File: src/assert_macros.svh
// Assertion macros for the RTL file of the servo sweep block
`ifndef ASSERT_MACROS_SVH
`define ASSERT_MACROS_SVH

// Same-cycle implication, disabled while reset is asserted
`define SSBT_ASSERT_IMP(lbl, clk, rst_n, ante, cons) \
  lbl: assert property (@(posedge clk) disable iff (!rst_n) (ante) |-> (cons)) \
    else $error("implication check failed");

// Next-cycle implication, disabled while reset is asserted
`define SSBT_ASSERT_NXT(lbl, clk, rst_n, ante, cons) \
  lbl: assert property (@(posedge clk) disable iff (!rst_n) (ante) |=> (cons)) \
    else $error("next-cycle check failed");

`endif

File: src/ssbt_pkg.sv
// Package: word types, codes and constants of the servo sweep block
`default_nettype none

package ssbt_pkg;

  // Operation codes
  localparam logic [1:0] OpSweep  = 2'd0;
  localparam logic [1:0] OpButton = 2'd1;
  localparam logic [1:0] OpArm    = 2'd2;

  // Button state codes
  localparam logic [2:0] BtnNone       = 3'd0;
  localparam logic [2:0] BtnTop        = 3'd1;
  localparam logic [2:0] BtnBottom     = 3'd2;
  localparam logic [2:0] BtnBoth       = 3'd3;
  localparam logic [2:0] BtnTopRel     = 3'd4;
  localparam logic [2:0] BtnBottomRel  = 3'd5;

  // Configuration register indexes
  localparam int unsigned CfgIdxW = 3;
  localparam int unsigned CfgDataW = 16;
  localparam logic [CfgIdxW-1:0] CfgSweepStep   = 3'd0;
  localparam logic [CfgIdxW-1:0] CfgCentrePos   = 3'd1;
  localparam logic [CfgIdxW-1:0] CfgCentreIn    = 3'd2;
  localparam logic [CfgIdxW-1:0] CfgStartTop    = 3'd3;
  localparam logic [CfgIdxW-1:0] CfgStartBottom = 3'd4;
  localparam logic [CfgIdxW-1:0] CfgStartDiv    = 3'd5;

  // Fixed constants
  localparam logic [15:0] AmpHigh    = 16'd5000;
  localparam logic [15:0] AmpLow     = 16'd1000;
  localparam logic [15:0] AmpDelta   = 16'd40;
  localparam logic [7:0]  DivCeil    = 8'd200;
  localparam logic [7:0]  DivStep    = 8'd2;
  localparam logic [15:0] HoldReload = 16'd150;
  localparam logic [15:0] PosReset   = 16'd3000;

  // Register reset values
  localparam logic [15:0] RstSweepStep   = 16'd40;
  localparam logic [15:0] RstCentrePos   = 16'd3000;
  localparam logic [15:0] RstCentreIn    = 16'd3000;
  localparam logic [12:0] RstStartTop    = 13'd4000;
  localparam logic [15:0] RstStartBottom = 16'd2000;
  localparam logic [7:0]  RstStartDiv    = 8'd20;

  // Input word
  typedef struct packed {
    logic [1:0]  operation;
    logic [2:0]  button_state;
    logic [15:0] input_width;
    logic [15:0] repeat_load;
  } ssbt_in_t;

  // Result word
  typedef struct packed {
    logic [15:0] position;
    logic [15:0] top_limit;
    logic [15:0] bottom_limit;
    logic [7:0]  divider_value;
    logic        rising;
  } ssbt_out_t;

endpackage

`default_nettype wire

File: src/ssbt_in_if.sv
// Valid/ready channel carrying input words
`default_nettype none

interface ssbt_in_if import ssbt_pkg::*; ();
  logic     valid;
  logic     ready;
  ssbt_in_t data;

  modport source (output valid, output data, input ready);
  modport sink   (input valid, input data, output ready);
endinterface

`default_nettype wire

File: src/ssbt_out_if.sv
// Valid/ready channel carrying result words
`default_nettype none

interface ssbt_out_if import ssbt_pkg::*; ();
  logic      valid;
  logic      ready;
  ssbt_out_t data;

  modport source (output valid, output data, input ready);
  modport sink   (input valid, input data, output ready);
endinterface

`default_nettype wire

File: src/servo_sweep_with_button_trim.sv
// Top level: servo triangle sweep with button trim of amplitude and divider
//
//   channel  dir  handshake          word
//   in_ch    in   valid/ready        operation, button_state, input_width, repeat_load
//   out_ch   out  valid/ready        position, top/bottom limit, divider, rising
//   cfg_*    in   write enable only  index 0..5, 16-bit data
//
// One word in, one result word out; an input word is taken every cycle while
// the skid register is empty. The state update runs in the cycle of acceptance;
// the result goes to the output register, or, when the output stalls, to a skid
// register holding one extra result; input stalls only when both are occupied.
// Reset (rst_n low, synchronous) loads position 3000, direction down,
// the start limits and divider, and clears the repeat counter.
`default_nettype none

`include "assert_macros.svh"

module servo_sweep_with_button_trim import ssbt_pkg::*; (
  input  wire logic               clk,
  input  wire logic               rst_n,
  ssbt_in_if.sink                 in_ch,
  ssbt_out_if.source              out_ch,
  input  wire logic               cfg_we,
  input  wire logic [CfgIdxW-1:0] cfg_idx,
  input  wire logic [CfgDataW-1:0] cfg_wdata
);

  // Configuration registers
  logic [15:0] sweep_step_r;
  logic [15:0] centre_pos_r;
  logic [15:0] centre_in_r;
  logic [12:0] start_top_r;
  logic [15:0] start_bottom_r;
  logic [7:0]  start_div_r;

  // Block state
  logic [15:0] position_r, position_nxt;
  logic        rising_r, rising_nxt;
  logic [15:0] top_r, top_nxt;
  logic [15:0] bottom_r, bottom_nxt;
  logic [7:0]  div_r, div_nxt;
  logic [15:0] repeat_r, repeat_nxt;

  // Output and skid registers
  ssbt_out_t   out_r, skid_r;
  logic        out_valid_r, skid_valid_r;

  logic        in_fire, out_fire, out_free;
  logic [15:0] sweep_pos;
  logic [15:0] repeat_dec;
  logic        low_in;
  ssbt_out_t   result;

  assign in_ch.ready = !skid_valid_r;
  assign in_fire     = in_ch.valid && in_ch.ready;
  assign out_fire    = out_valid_r && out_ch.ready;
  assign out_free    = !out_valid_r || out_ch.ready;

  // Sweep and button datapath
  assign sweep_pos  = rising_r ? (position_r + sweep_step_r) : (position_r - sweep_step_r);
  assign repeat_dec = repeat_r - 16'd1;
  assign low_in     = in_ch.data.input_width < centre_in_r;

  always_comb begin
    position_nxt = position_r;
    rising_nxt   = rising_r;
    top_nxt      = top_r;
    bottom_nxt   = bottom_r;
    div_nxt      = div_r;
    repeat_nxt   = repeat_r;
    case (in_ch.data.operation)
      OpSweep: begin
        position_nxt = sweep_pos;
        if (!rising_r && sweep_pos <= bottom_r) begin
          rising_nxt = 1'b1;
        end else if (rising_r && sweep_pos >= top_r) begin
          rising_nxt = 1'b0;
        end
      end
      OpButton: begin
        repeat_nxt = repeat_dec;
        if (repeat_dec == 16'd0) begin
          case (in_ch.data.button_state)
            BtnTopRel, BtnBottomRel: begin
              if (low_in) begin
                position_nxt = centre_pos_r;
              end
            end
            BtnTop: begin
              repeat_nxt = HoldReload;
              if (low_in) begin
                if (top_r < AmpHigh) begin
                  top_nxt      = top_r + AmpDelta;
                  bottom_nxt   = bottom_r - AmpDelta;
                  position_nxt = top_r + AmpDelta;
                end
              end else if (div_r > 8'd1) begin
                div_nxt = div_r - DivStep;
              end
            end
            BtnBottom: begin
              repeat_nxt = HoldReload;
              if (low_in) begin
                if (top_r > AmpLow) begin
                  top_nxt      = top_r - AmpDelta;
                  bottom_nxt   = bottom_r + AmpDelta;
                  position_nxt = top_r - AmpDelta;
                end
              end else if (div_r < DivCeil) begin
                div_nxt = div_r + DivStep;
              end
            end
            BtnBoth: begin
              position_nxt = top_r;
            end
            default: begin
            end
          endcase
        end
      end
      OpArm: begin
        repeat_nxt = in_ch.data.repeat_load;
      end
      default: begin
      end
    endcase
  end

  assign result = '{position:      position_nxt,
                    top_limit:     top_nxt,
                    bottom_limit:  bottom_nxt,
                    divider_value: div_nxt,
                    rising:        rising_nxt};

  // Configuration and state registers
  always_ff @(posedge clk) begin
    if (!rst_n) begin
      sweep_step_r   <= RstSweepStep;
      centre_pos_r   <= RstCentrePos;
      centre_in_r    <= RstCentreIn;
      start_top_r    <= RstStartTop;
      start_bottom_r <= RstStartBottom;
      start_div_r    <= RstStartDiv;
      position_r     <= PosReset;
      rising_r       <= 1'b0;
      top_r          <= {3'd0, RstStartTop};
      bottom_r       <= RstStartBottom;
      div_r          <= RstStartDiv;
      repeat_r       <= 16'd0;
    end else begin
      if (in_fire) begin
        position_r <= position_nxt;
        rising_r   <= rising_nxt;
        top_r      <= top_nxt;
        bottom_r   <= bottom_nxt;
        div_r      <= div_nxt;
        repeat_r   <= repeat_nxt;
      end
      if (cfg_we) begin
        case (cfg_idx)
          CfgSweepStep: sweep_step_r <= cfg_wdata;
          CfgCentrePos: centre_pos_r <= cfg_wdata;
          CfgCentreIn:  centre_in_r  <= cfg_wdata;
          CfgStartTop: begin
            start_top_r <= cfg_wdata[12:0];
            top_r       <= {3'd0, cfg_wdata[12:0]};
          end
          CfgStartBottom: begin
            start_bottom_r <= cfg_wdata;
            bottom_r       <= cfg_wdata;
          end
          CfgStartDiv: begin
            start_div_r <= cfg_wdata[7:0];
            div_r       <= cfg_wdata[7:0];
          end
          default: begin
          end
        endcase
      end
    end
  end

  // Output register with skid stage
  always_ff @(posedge clk) begin
    if (!rst_n) begin
      out_valid_r  <= 1'b0;
      skid_valid_r <= 1'b0;
    end else begin
      if (out_free) begin
        out_valid_r <= in_fire || skid_valid_r;
      end
      if (out_free && skid_valid_r) begin
        skid_valid_r <= 1'b0;
      end else if (in_fire && !out_free) begin
        skid_valid_r <= 1'b1;
      end
    end
  end

  always_ff @(posedge clk) begin
    if (out_free) begin
      out_r <= skid_valid_r ? skid_r : result;
    end
    if (in_fire && !out_free) begin
      skid_r <= result;
    end
  end

  assign out_ch.valid = out_valid_r;
  assign out_ch.data  = out_r;

  // Checks
  `SSBT_ASSERT_IMP(a_skid_behind_out, clk, rst_n, skid_valid_r, out_valid_r)
  `SSBT_ASSERT_NXT(a_stall_fills_skid, clk, rst_n,
                   in_fire && out_valid_r && !out_ch.ready, skid_valid_r)
  `SSBT_ASSERT_NXT(a_sweep_keeps_limits, clk, rst_n,
                   in_fire && !cfg_we && in_ch.data.operation == OpSweep,
                   top_r == $past(top_r) && bottom_r == $past(bottom_r))
  `SSBT_ASSERT_NXT(a_accept_gives_result, clk, rst_n, in_fire, out_valid_r)

  logic unused_start;
  assign unused_start = ^{start_top_r, start_bottom_r, start_div_r, out_fire};

endmodule

`default_nettype wire

File: src/flat_wrapper.sv
// flat-port wrapper written by rule: the top's interface ports become plain ports
module servo_sweep_with_button_trim_flat import ssbt_pkg::*;
  (clk, rst_n, cfg_we, cfg_idx, cfg_wdata, in_ch_valid, in_ch_data, in_ch_ready, out_ch_valid, out_ch_data, out_ch_ready);
  ssbt_in_if in_ch_i ();
  ssbt_out_if out_ch_i ();
  input  wire logic clk;
  input  wire logic rst_n;
  input  wire logic cfg_we;
  input  wire logic [CfgIdxW-1:0] cfg_idx;
  input  wire logic [CfgDataW-1:0] cfg_wdata;
  input wire logic [$bits(in_ch_i.valid)-1:0] in_ch_valid;
  input wire logic [$bits(in_ch_i.data)-1:0] in_ch_data;
  output wire logic [$bits(in_ch_i.ready)-1:0] in_ch_ready;
  output wire logic [$bits(out_ch_i.valid)-1:0] out_ch_valid;
  output wire logic [$bits(out_ch_i.data)-1:0] out_ch_data;
  input wire logic [$bits(out_ch_i.ready)-1:0] out_ch_ready;
  assign in_ch_i.valid = in_ch_valid;
  assign in_ch_i.data = in_ch_data;
  assign in_ch_ready = in_ch_i.ready;
  assign out_ch_valid = out_ch_i.valid;
  assign out_ch_data = out_ch_i.data;
  assign out_ch_i.ready = out_ch_ready;
  servo_sweep_with_button_trim u_core (.clk(clk), .rst_n(rst_n), .in_ch(in_ch_i), .out_ch(out_ch_i), .cfg_we(cfg_we), .cfg_idx(cfg_idx), .cfg_wdata(cfg_wdata));
endmodule
File: config.mk
export PLATFORM = sky130hd
export DESIGN_NAME = servo_sweep_with_button_trim_flat
export DESIGN_NICKNAME = d
export VERILOG_FILES = /design/src/ssbt_pkg.sv /design/src/ssbt_in_if.sv /design/src/ssbt_out_if.sv /design/src/servo_sweep_with_button_trim.sv /design/src/flat_wrapper.sv
export VERILOG_INCLUDE_DIRS = /design/src /design/src/src
export SDC_FILE = /design/constraint.sdc
export NUM_CORES = 1
export LEC_CHECK = 0
export BUFFER_PORTS_ARGS = -buffer_cell sky130_fd_sc_hd__buf_2
export CORE_ASPECT_RATIO = 0.75
export CORE_MARGIN = 2
export CORE_UTILIZATION = 50
export CTS_BUF_LIST = sky130_fd_sc_hd__clkbuf_8 sky130_fd_sc_hd__clkbuf_16
export DETAILED_ROUTE_END_ITERATION = 10
export PLACE_DENSITY = 0.73
export SYNTH_ARGS = -nofsm -noshare
export SYNTH_HDL_FRONTEND = slang
export SYNTH_SLANG_ARGS = --single-unit
export TNS_END_PERCENT = 100
File: constraint.sdc
create_clock -name clk -period 9.1 [get_ports clk]
set_clock_uncertainty 0.1 [all_clocks]
set_input_delay 0.455 -clock clk [delete_from_list [all_inputs] [get_ports clk]]
set_output_delay 0.455 -clock clk [all_outputs]
set_load 0.03 [all_outputs]
==> metrics.log, run 1 <==
INFO  metric cts.root.buffer_cell = clkbuf_16
INFO  metric layout_stage_area_growth_over_the_synthesis_result = 11.5%
INFO  metric worstSkewPairLatency = 0.55 ns
INFO  metric portion_of_the_post_synthesis_area_used_by_sequential_elements = 0.398
INFO  metric starting_drc_count_in_detailed_routing = 1610
INFO  metric finalNonFillerCells = 2138
INFO  metric critical_path.top_delay_family = simple AND/OR/NAND/NOR gates
INFO  metric layout.cell_area.non_filler = 16500 sq um
INFO  metric drt_drc_violations_left = 0
INFO  metric cts_tree = yes
INFO  metric routedWlPerCell = 24.1 um
INFO  metric finalPower = 3060 uW
INFO  metric relSlewSlack = 0.0544
INFO  metric cts-root-to-sink-buffers = 3
INFO  metric cts.reportedPaths.clkPinSlew = 0.07 ns
INFO  metric dpl-instance-area = 15600 sq um
INFO  metric placement.io_buffers = 119
INFO  metric final.fill_count = 2657
INFO  metric timing.final.setup_violations = 0
INFO  metric setup.worst_path.start_class = register
INFO  metric die-area = 31000 sq um
INFO  metric unrepaired_setup_endpoints_after_global_routing = false
INFO  metric slowest_delay = 0.70 ns
INFO  metric start_util = 0.509
INFO  metric highest_clock_rate = 199 MHz
INFO  metric max-vdd-ir-drop = 129 uV
INFO  metric maxCapViolations = 0
INFO  metric hpwl_detailed = 37500 um
INFO  metric cts_hold_repair.buffers = 0
INFO  metric drv_slew = 0
INFO  metric critical_path.cell_chain = or3_1, nor4b_1, a21oi_1, xor2_1, ha_1, or3_1, o311ai_0, nand2_1, a21oi_1, xnor2_1, ha_1, nand4_1, nor2_1, a2111oi_0, o211a_1, a21oi_1, a31oi_1
INFO  metric finish.net_count = 1870
INFO  metric synth-seq-cells = 237
INFO  metric worstPathRequired = 9.39 ns
INFO  metric grt_start_max_net_pins = 61
INFO  metric layout_commonest_cell = nand2_1
INFO  metric synth_edf_count = 114
INFO  metric die_w = 203 um
INFO  metric drt_wl_total = 51500 um
INFO  metric endpoint_kind = register
INFO  metric netlist_area = 14800 sq um
INFO  metric syn_inst = 1666
INFO  metric antenna_found_initial = 2
INFO  metric final_ant_viol_nets = 0
INFO  metric powerDensity = 186 nW/um^2
INFO  metric path_class = register to register
INFO  metric cts.sinks = 237
INFO  metric postCtsSetupRepairBufs = 0
INFO  metric yosys_warning_total = 0
INFO  metric leakage = 0.00622 uW
INFO  metric asyncSetResetFlopFracSynth = 0
INFO  metric avgViaCountPerCell = 6.46
INFO  metric reg2reg_setup_slack = 4.07 ns
INFO  metric fp-row-count = 54
INFO  metric tns = 0 ns
INFO  metric finalWorstPathRequiredPeriod = 5.03 ns
INFO  metric critPathArrivalTime = 5.33 ns
INFO  metric cts_made_buffers = 25
INFO  metric die_height = 153 um
INFO  metric timing.final.crit_share = 0.553
INFO  metric placed_cells = 2093
INFO  metric worst-path-buf-inv = 0
INFO  metric vias = 13800
INFO  metric hold_viol_final = 0
INFO  metric net_count_after_synthesis = 1808
INFO  metric hp-class = input pin to register
INFO  metric grt_pass1_vias = 12700
INFO  metric gp_routability_congestion = 1.03
INFO  metric netlist-cell-type-count = 77
INFO  metric outcome = completed
INFO  metric cts-htree-levels = 1
INFO  metric synthesis.area_per_instance = 8.87 sq um
INFO  metric core_region_area = 29100 sq um
INFO  metric pin_count = 120
INFO  metric worstMarginPinSlew = 1.40 ns
INFO  metric drt-pass1-iter-count = 6
INFO  metric most_frequent_cell_on_the_critical_path = a21oi_1
INFO  metric grt_first_pass_wirelength = 77400 um
INFO  metric diodes = 0
INFO  metric synth_flop_cell = dfxtp_1
INFO  metric crit_path_max_fanout = 5
INFO  metric crit_slowest_cell = nor4b_1
INFO  metric final_layout_size_suffix_gt1_frac = 0.149
INFO  metric track_usage = 0.325
INFO  metric cts_resized = 0
INFO  metric layout.cells.most_common_list = nand2_1 (189), a21oi_1 (126), dfxtp_1 (123)
INFO  metric gr-total-overflow = 0
[cells in the mapped netlist (28+ instances only)]
master	number	area share
mux2_2	53	0.040
o211ai_1	28	0.014
o21ai_0	101	0.034
edfxtp_1	114	0.23
a21oi_1	126	0.043
ha_1	80	0.068
nand4_1	29	0.012
xnor2_1	47	0.028
clkbuf_1	95	0.024
a31oi_1	28	0.012
nand3_1	38	0.013
inv_1	77	0.020
dfxtp_1	123	0.17
nor2_1	115	0.029
nand2_1	189	0.048
nor3_1	45	0.015
[final timing paths]
| kind | end | cells after the start | from |
|---|---|---|---|
| worst max-delay path | u_core.out_ch.data[0] | 17 | u_core.sweep_step_r[3] |
| worst min register to register | u_core.centre_in_r[2] | 2 | u_core.centre_in_r[2] |
| worst max register to register | u_core.out_ch.data[0] | 17 | u_core.sweep_step_r[3] |
| worst min-delay path | u_core.repeat_r[8] | 3 | in_ch_data[8] |
[metal layers]
metal,vias up,track usage,part of all wire
met5,-,0,0.00035
met4,2,0.103,0.034
met3,125,0.116,0.13
met2,806,0.461,0.40
met1,6557,0.461,0.43
li1,6326,-,-
[worst register-to-register path, delay by kind of cell (launching register included)]
| kind | cells | cell delay (ns) |
|---|---|---|
| AOI/OAI and AO/OA | 7 | 1.74 |
| xor gates and xnor gates | 2 | 0.39 |
| adders and majority gates | 2 | 0.53 |
| DFF | 1 | 0.35 |
| and+or+nand+nor | 6 | 1.78 |
[through the flow]
step	hold slack [ns]	utilization	setup slack [ns]
2_1_floorplan	0.326	-	4.06
6_report	0.0952	0.567	4.07
5_1_grt	0.106	0.567	3.54
3_3_place_gp	0.342	0.538	4.25
4_1_cts	0.0889	0.567	4.12
3_5_place_dp	0.346	0.538	4.12
[layout make-up]
type	count	area, sq um	area share
multi-input cells	1243	8200	0.498
flip-flops and latches	237	5890	0.357
repair buffers	141	761	0.0462
clock buffers	27	653	0.0397
well taps	392	490	0.0298
inverters	80	300	0.0182
clock inverters	18	176	0.0107
[cells by family after synthesis]
logic type	share of synthesized area
AOI/OAI and AO/OA	0.228
xor gates and xnor gates	0.0385
adders and majority gates	0.0691
buffers and inverters	0.0480
DFF	0.398
muxes	0.0455
and+or+nand+nor	0.172
[power breakdown]
part | leakage [uW] | switching, uW | internal (uW)
registers | 0.00208 | 51.9 | 1180
logic | 0.00373 | 503 | 273
clock network | 0.000409 | 447 | 605
(Power assumes the default switching activity.)
==> run 2: changes to the inputs <==
Settings changed: ABC_AREA set to 1.
Clock period 9.1 ns to 5.25 ns, I/O delays scaled along.
==> run 2 against run 1 <==
- global-route usage rose by 0.88 points
- sequential share of layout area fell by 3.5 points
- total power up 85%
- sequential power increased by 76%
- flip-flop and latch count unchanged
- final cell count grew 35%
- critical endpoint unchanged
- largest power group unchanged
- highest routed layer unchanged
==> metrics.log, run 2 <==
INFO  metric outcome = completed
INFO  metric hold_path_startpoint = cfg_wdata[13]
INFO  metric starting_drc_count_in_detailed_routing = 1944
INFO  metric cts_tree = yes
INFO  metric die-area = 34000 sq um
INFO  metric track_usage = 0.334
INFO  metric pin_count = 120
INFO  metric drt_drc_violations_left = 0
INFO  metric worstPathRequired = 5.43 ns
INFO  metric drt_wl_total = 57300 um
INFO  metric finalPower = 5650 uW
INFO  metric cts_made_buffers = 27
INFO  metric core_region_area = 32200 sq um
INFO  metric endpoint_kind = register
INFO  metric tns = 0 ns
INFO  metric maxCapViolations = 0
INFO  metric worstReg2RegStart = u_core.sweep_step_r[0]
INFO  metric critPathArrivalTime = 5.02 ns
INFO  metric die_height = 160 um
INFO  metric worstSkewPairLatency = 0.58 ns
INFO  metric grt_first_pass_wirelength = 87500 um
INFO  metric cts.reportedPaths.clkPinSlew = 0.06 ns
INFO  metric gp_routability_congestion = 1.02
INFO  metric unrepaired_setup_endpoints_after_global_routing = false
INFO  metric finish.net_count = 2557
INFO  metric layout_commonest_cell = nand2_1
INFO  metric cts.root.buffer_cell = clkbuf_16
INFO  metric leakage = 0.00841 uW
INFO  metric avgViaCountPerCell = 5.83
INFO  metric timing.critical_path.from = u_core.sweep_step_r[0]
INFO  metric die_w = 212 um
INFO  metric gr-total-overflow = 0
INFO  metric yosysTopAreaCell = edfxtp_1
INFO  metric final_ant_viol_nets = 0
INFO  metric grt_start_max_net_pins = 90
INFO  metric yosys-top-cells-count = nand2_1 (663), inv_1 (221), o21ai_0 (187)
INFO  metric crit_path_max_fanout = 3
INFO  metric synth_edf_count = 114
INFO  metric asyncSetResetFlopFracSynth = 0
INFO  metric finalWorstPathRequiredPeriod = 4.84 ns
INFO  metric postCtsSetupRepairBufs = 0
INFO  metric hpwl_detailed = 40800 um
INFO  metric most_frequent_cell_on_the_critical_path = nand2_1
INFO  metric fp-row-count = 57
INFO  metric antenna_found_initial = 2
INFO  metric drt-pass1-iter-count = 6
INFO  metric final_layout_size_suffix_gt1_frac = 0.117
INFO  metric relSlewSlack = 0.301
INFO  metric worst_hold_path.endpoint = u_core.centre_in_r[13]
INFO  metric reg2reg_setup_slack = 0.41 ns
INFO  metric layout.cells.most_common_list = nand2_1 (662), inv_1 (226), o21ai_0 (187)
INFO  metric worstMarginPinSlew = 1.05 ns
INFO  metric timing.final.crit_share = 0.922
INFO  metric cts-htree-levels = 1
INFO  metric hp-class = input pin to register
INFO  metric setup.worst_path.start_class = register
INFO  metric highest_clock_rate = 207 MHz
INFO  metric timing.hold.worst_path_depth = 3
INFO  metric synth_top_area_cells = edfxtp_1 (21%), nand2_1 (15%), dfxtp_1 (15%)
INFO  metric crit_slowest_cell = dfxtp_1
INFO  metric r2r.worst_path.cells = 31
INFO  metric drv_slew = 0
INFO  metric synth_flop_cell = dfxtp_1
INFO  metric max-vdd-ir-drop = 224 uV
INFO  metric routedWlPerCell = 19.9 um
INFO  metric layout.cell_area.non_filler = 18300 sq um
INFO  metric net_count_after_synthesis = 2473
INFO  metric layout_stage_area_growth_over_the_synthesis_result = 12.2%
INFO  metric syn_inst = 2331
INFO  metric cts.sinks = 237
INFO  metric netlist_area = 16300 sq um
INFO  metric start_util = 0.505
INFO  metric powerDensity = 309 nW/um^2
INFO  metric vias = 16800
INFO  metric post-synth-top-area-fraction = 0.210
INFO  metric synthesis.area_per_instance = 6.99 sq um
INFO  metric synth-seq-cells = 237
INFO  metric timing.final.setup_violations = 0
INFO  metric netlist-cell-type-count = 54
INFO  metric cts-root-to-sink-buffers = 3
INFO  metric placement.io_buffers = 119
INFO  metric slowest_delay = 0.32 ns
INFO  metric r2r-end = u_core.out_ch.data[0]
INFO  metric postLayoutCoreUtil = 0.567
INFO  metric yosys_warning_total = 0
INFO  metric final.fill_count = 3149
INFO  metric grt_pass1_vias = 15100
INFO  metric dpl-instance-area = 17200 sq um
INFO  metric most_frequently_used_cell_type_in_the_post_synthesis_netlist = nand2_1
INFO  metric hold_viol_final = 0
INFO  metric portion_of_the_post_synthesis_area_used_by_sequential_elements = 0.361
INFO  metric path_class = register to register
==> run 2: cell count changes after synthesis, moves of 47 or more <==
cell / before / now
nand2_1: 189 / 663
o21ai_0: 101 / 187
inv_1: 77 / 221
nand2_2: 0 / 47
mux2_2: 53 / 0
nor2_1: 115 / 177
nand3_1: 38 / 173
==> run 2: layer usage <==
metal,part of all wire,up-vias,GRT usage
met1,0.44,7753,0.499
met3,0.12,121,0.0732
met5,0.00023,-,0
li1,-,7922,-
met2,0.41,982,0.475
met4,0.033,2,0.108
==> run 2: worst max-delay path by stage <==
stage | end
finish | u_core.out_ch.data[0]
global route | u_core.out_ch.data[0]
CTS | u_core.out_ch.data[0]
detailed placement | u_core.out_ch.data[0]
global placement | u_core.out_ch.data[0]
floorplan | u_core.skid_r[0]
==> run 2: worst max-delay path, delay by kind of cell (launching register included) <==
| family | cells | cell delay (ns) |
|---|---|---|
| AO/OA/AOI/OAI | 6 | 0.86 |
| XOR/XNOR | 1 | 0.22 |
| adder cells (fa/ha/maj) | 3 | 0.75 |
| buffers and inverters | 6 | 0.52 |
| flip-flops | 1 | 0.32 |
| AND/OR/NAND/NOR | 15 | 1.78 |
==> run 2: through the flow <==
stage          worst slack (ns)  hold slack [ns]  std cells
2_1_floorplan             0.241            0.287       2331
3_3_place_gp              0.563            0.311       2805
3_5_place_dp              0.399            0.320       2805
4_1_cts                   0.337          0.00924       2878
5_1_grt                  0.0350           0.0385       2878
6_report                  0.408           0.0243       2879
==> run 2: layout make-up <==
class / count / area [sq um] / area share
diodes: 1 / 2.50 / 0.000137
clock buffers: 32 / 744 / 0.0407
clock inverters: 18 / 131 / 0.00719
inverters: 230 / 863 / 0.0472
multi-input cells: 1751 / 9060 / 0.496
flip-flops and latches: 237 / 5890 / 0.322
well taps: 442 / 553 / 0.0303
repair buffers: 168 / 1030 / 0.0565
==> run 2: where the power goes <==
group	internal, uW	leakage (uW)	switching, uW
Clock	1060	0.000455	831
Combinational	496	0.00586	1100
Sequential	2060	0.00210	100
Total	3620	0.00841	2030
==> run 2: cells by family after synthesis <==
logic type      synth area share
flops                      0.361
compound gates             0.158
simple gates               0.303
xor+xnor                  0.0301
buf+inv                   0.0846
fa+ha+maj                 0.0627
==> run 2: repair_timing <==
action | in CTS | in global routing
setup endpoints to repair | 0 | 3
hold buffers | 23 | 0
gates resized for setup | 0 | 2
hold endpoints to repair | 36 | 0
==> run 3: changes to the inputs <==
Settings changed: CORE_MARGIN 2 to unset.
==> run 3 against run 2 <==
- non-clock buffer count up 3
- total power about the same
- global-route usage is 1.2 points higher
- sequential power hardly changed
- worst setup slack better by 0.31 ns
- worst hold slack got worse by 0.0052 ns
- combinational power about the same
- critical path depth fell by 11
- largest power group unchanged
- first-iteration DRC count is 12% lower
- highest routed layer is now met4
- critical endpoint unchanged
- clock power hardly changed
==> metrics.log, run 3 (synthesized netlist as in run 2, its figures left out) <==
INFO  metric cts_tree = yes
INFO  metric cts.root.buffer_cell = clkbuf_16
INFO  metric track_usage = 0.346
INFO  metric unrepaired_setup_endpoints_after_global_routing = false
INFO  metric leakage = 0.00842 uW
INFO  metric final_layout_size_suffix_gt1_frac = 0.117
INFO  metric max-vdd-ir-drop = 189 uV
INFO  metric final_ant_viol_nets = 0
INFO  metric path_class = register to register
INFO  metric grt_pass1_vias = 15100
INFO  metric drt-pass1-iter-count = 8
INFO  metric starting_drc_count_in_detailed_routing = 1703
INFO  metric endpoint_kind = register
INFO  metric timing.final.crit_share = 0.863
INFO  metric gr-total-overflow = 0
INFO  metric layout_commonest_cell = nand2_1
INFO  metric placement.io_buffers = 119
INFO  metric reg2reg_setup_slack = 0.72 ns
INFO  metric hold_path_startpoint = in_ch_data[5]
INFO  metric die-area = 33300 sq um
INFO  metric die_w = 210 um
INFO  metric layout.cell_area.non_filler = 18300 sq um
INFO  metric drt_wl_total = 57500 um
INFO  metric powerDensity = 309 nW/um^2
INFO  metric met2_wirelength = 23300 um
INFO  metric critPathArrivalTime = 4.72 ns
INFO  metric grt_first_pass_wirelength = 87400 um
INFO  metric drt_drc_violations_left = 0
INFO  metric finalWorstPathRequiredPeriod = 4.53 ns
INFO  metric finish.net_count = 2559
INFO  metric cts.reportedPaths.clkPinSlew = 0.06 ns
INFO  metric gp_routability_congestion = 1.03
INFO  metric routedWlPerCell = 20.0 um
INFO  metric layout.cells.most_common_list = nand2_1 (662), inv_1 (228), o21ai_0 (187)
INFO  metric maxCapViolations = 0
INFO  metric cts-root-to-sink-buffers = 3
INFO  metric hp-class = input pin to register
INFO  metric pin_count = 120
INFO  metric antenna_found_initial = 6
INFO  metric highest_clock_rate = 221 MHz
INFO  metric core_region_area = 31700 sq um
INFO  metric grt_start_max_net_pins = 61
INFO  metric r2r.worst_path.cells = 20
INFO  metric timing.hold.worst_path_depth = 3
INFO  metric drv_slew = 0
INFO  metric layout_stage_area_growth_over_the_synthesis_result = 12.4%
INFO  metric worstPathRequired = 5.45 ns
INFO  metric vias = 16400
INFO  metric cts_made_buffers = 26
INFO  metric worst_hold_path.endpoint = u_core.repeat_r[5]
INFO  metric outcome = completed
INFO  metric fp-row-count = 56
INFO  metric finalPower = 5650 uW
INFO  metric hold_viol_final = 0
INFO  metric setup.worst_path.start_class = register
INFO  metric routed-wl-met3 = 7600 um
INFO  metric final.fill_count = 3046
INFO  metric r2r-end = u_core.out_ch.data[0]
INFO  metric start_util = 0.514
INFO  metric highest-signal-layer = met4
INFO  metric cts-htree-levels = 1
INFO  metric dpl-instance-area = 17200 sq um
INFO  metric worstSkewPairLatency = 0.58 ns
INFO  metric worstMarginPinSlew = 1.06 ns
INFO  metric relSlewSlack = 0.290
INFO  metric avgViaCountPerCell = 5.71
INFO  metric cts.sinks = 237
INFO  metric crit_path_max_fanout = 12
INFO  metric timing.final.setup_violations = 0
INFO  metric hpwl_detailed = 40700 um
INFO  metric die_height = 158 um
INFO  metric tns = 0 ns
INFO  metric timing.hold.ws = 0.0191 ns
INFO  metric worstReg2RegStart = u_core.rising_r
INFO  metric drt-met1-wl = 24900 um
[run 3: critical path: stages, from the launching register on]
cell and delay [ns]:
dfxtp_1 0.30, buf_4 0.17, inv_1 0.34, o21ai_0 0.19
xor2_1 0.29, ha_1 0.31, a21oi_1 0.19, a21boi_0 0.33
o21ai_0 0.19, a21oi_1 0.19, xor2_1 0.49, ha_1 0.21
nand2_1 0.07, nor3_1 0.28, o21ai_0 0.14, o2111ai_1 0.10
nand2_1 0.07, nand2_1 0.06, nand2_1 0.07, nand2_1 0.11
o21ai_0 0.07
[run 3: report_power, final]
| part | internal [uW] | switching, uW | total (uW) |
|---|---|---|---|
| combinational | 502 | 1090 | 1590 |
| sequential | 2060 | 96.5 | 2160 |
| clock | 1090 | 811 | 1900 |
| total | 3650 | 2000 | 5650 |
[run 3: routing by layer]
metal | vias up | GRT usage
met2 | 861 | 0.511
met3 | 104 | 0.108
met5 | - | 0
li1 | 7920 | -
met4 | 0 | 0.115
met1 | 7528 | 0.478
[run 3: how the worst max path moves through the flow]
stage / depth (start not counted) / startpoint / slack, ns / endpoint
floorplan: 2 / u_core.out_ch.valid / 0.24 / u_core.skid_r[0]
global placement: 31 / u_core.sweep_step_r[0] / 0.73 / u_core.out_ch.data[0]
detailed placement: 31 / u_core.sweep_step_r[0] / 0.65 / u_core.out_ch.data[0]
CTS: 31 / u_core.sweep_step_r[0] / 0.63 / u_core.out_ch.data[0]
global route: 31 / u_core.sweep_step_r[0] / 0.02 / u_core.out_ch.data[0]
finish: 20 / u_core.rising_r / 0.72 / u_core.out_ch.data[0]
[run 3: final cells by class]
type                    count  area [sq um]  share of cell area
multi-input cells        1751          9060               0.495
well taps                 435           544              0.0297
diodes                      3          7.51            0.000410
clock buffers              31           731              0.0399
clock inverters            17           143             0.00780
flip-flops and latches    237          5890               0.322
inverters                 230           863              0.0472
repair buffers            171          1060              0.0579
[run 3: through the flow]
stage / cells / utilization / worst slack, ns
global route: 2872 / 0.577 / 0.0151
finish: 2875 / 0.578 / 0.722
floorplan: 2331 / - / 0.241
global placement: 2800 / 0.542 / 0.734
CTS: 2872 / 0.577 / 0.629
detailed placement: 2800 / 0.542 / 0.651
[run 3: timing repair]
action,4_1_cts,5_1_grt
buffers inserted,0,0
hold buffers,24,0
gates resized for setup,0,2
endpoints found under the setup margin,0,3
hold endpoints to repair,38,0
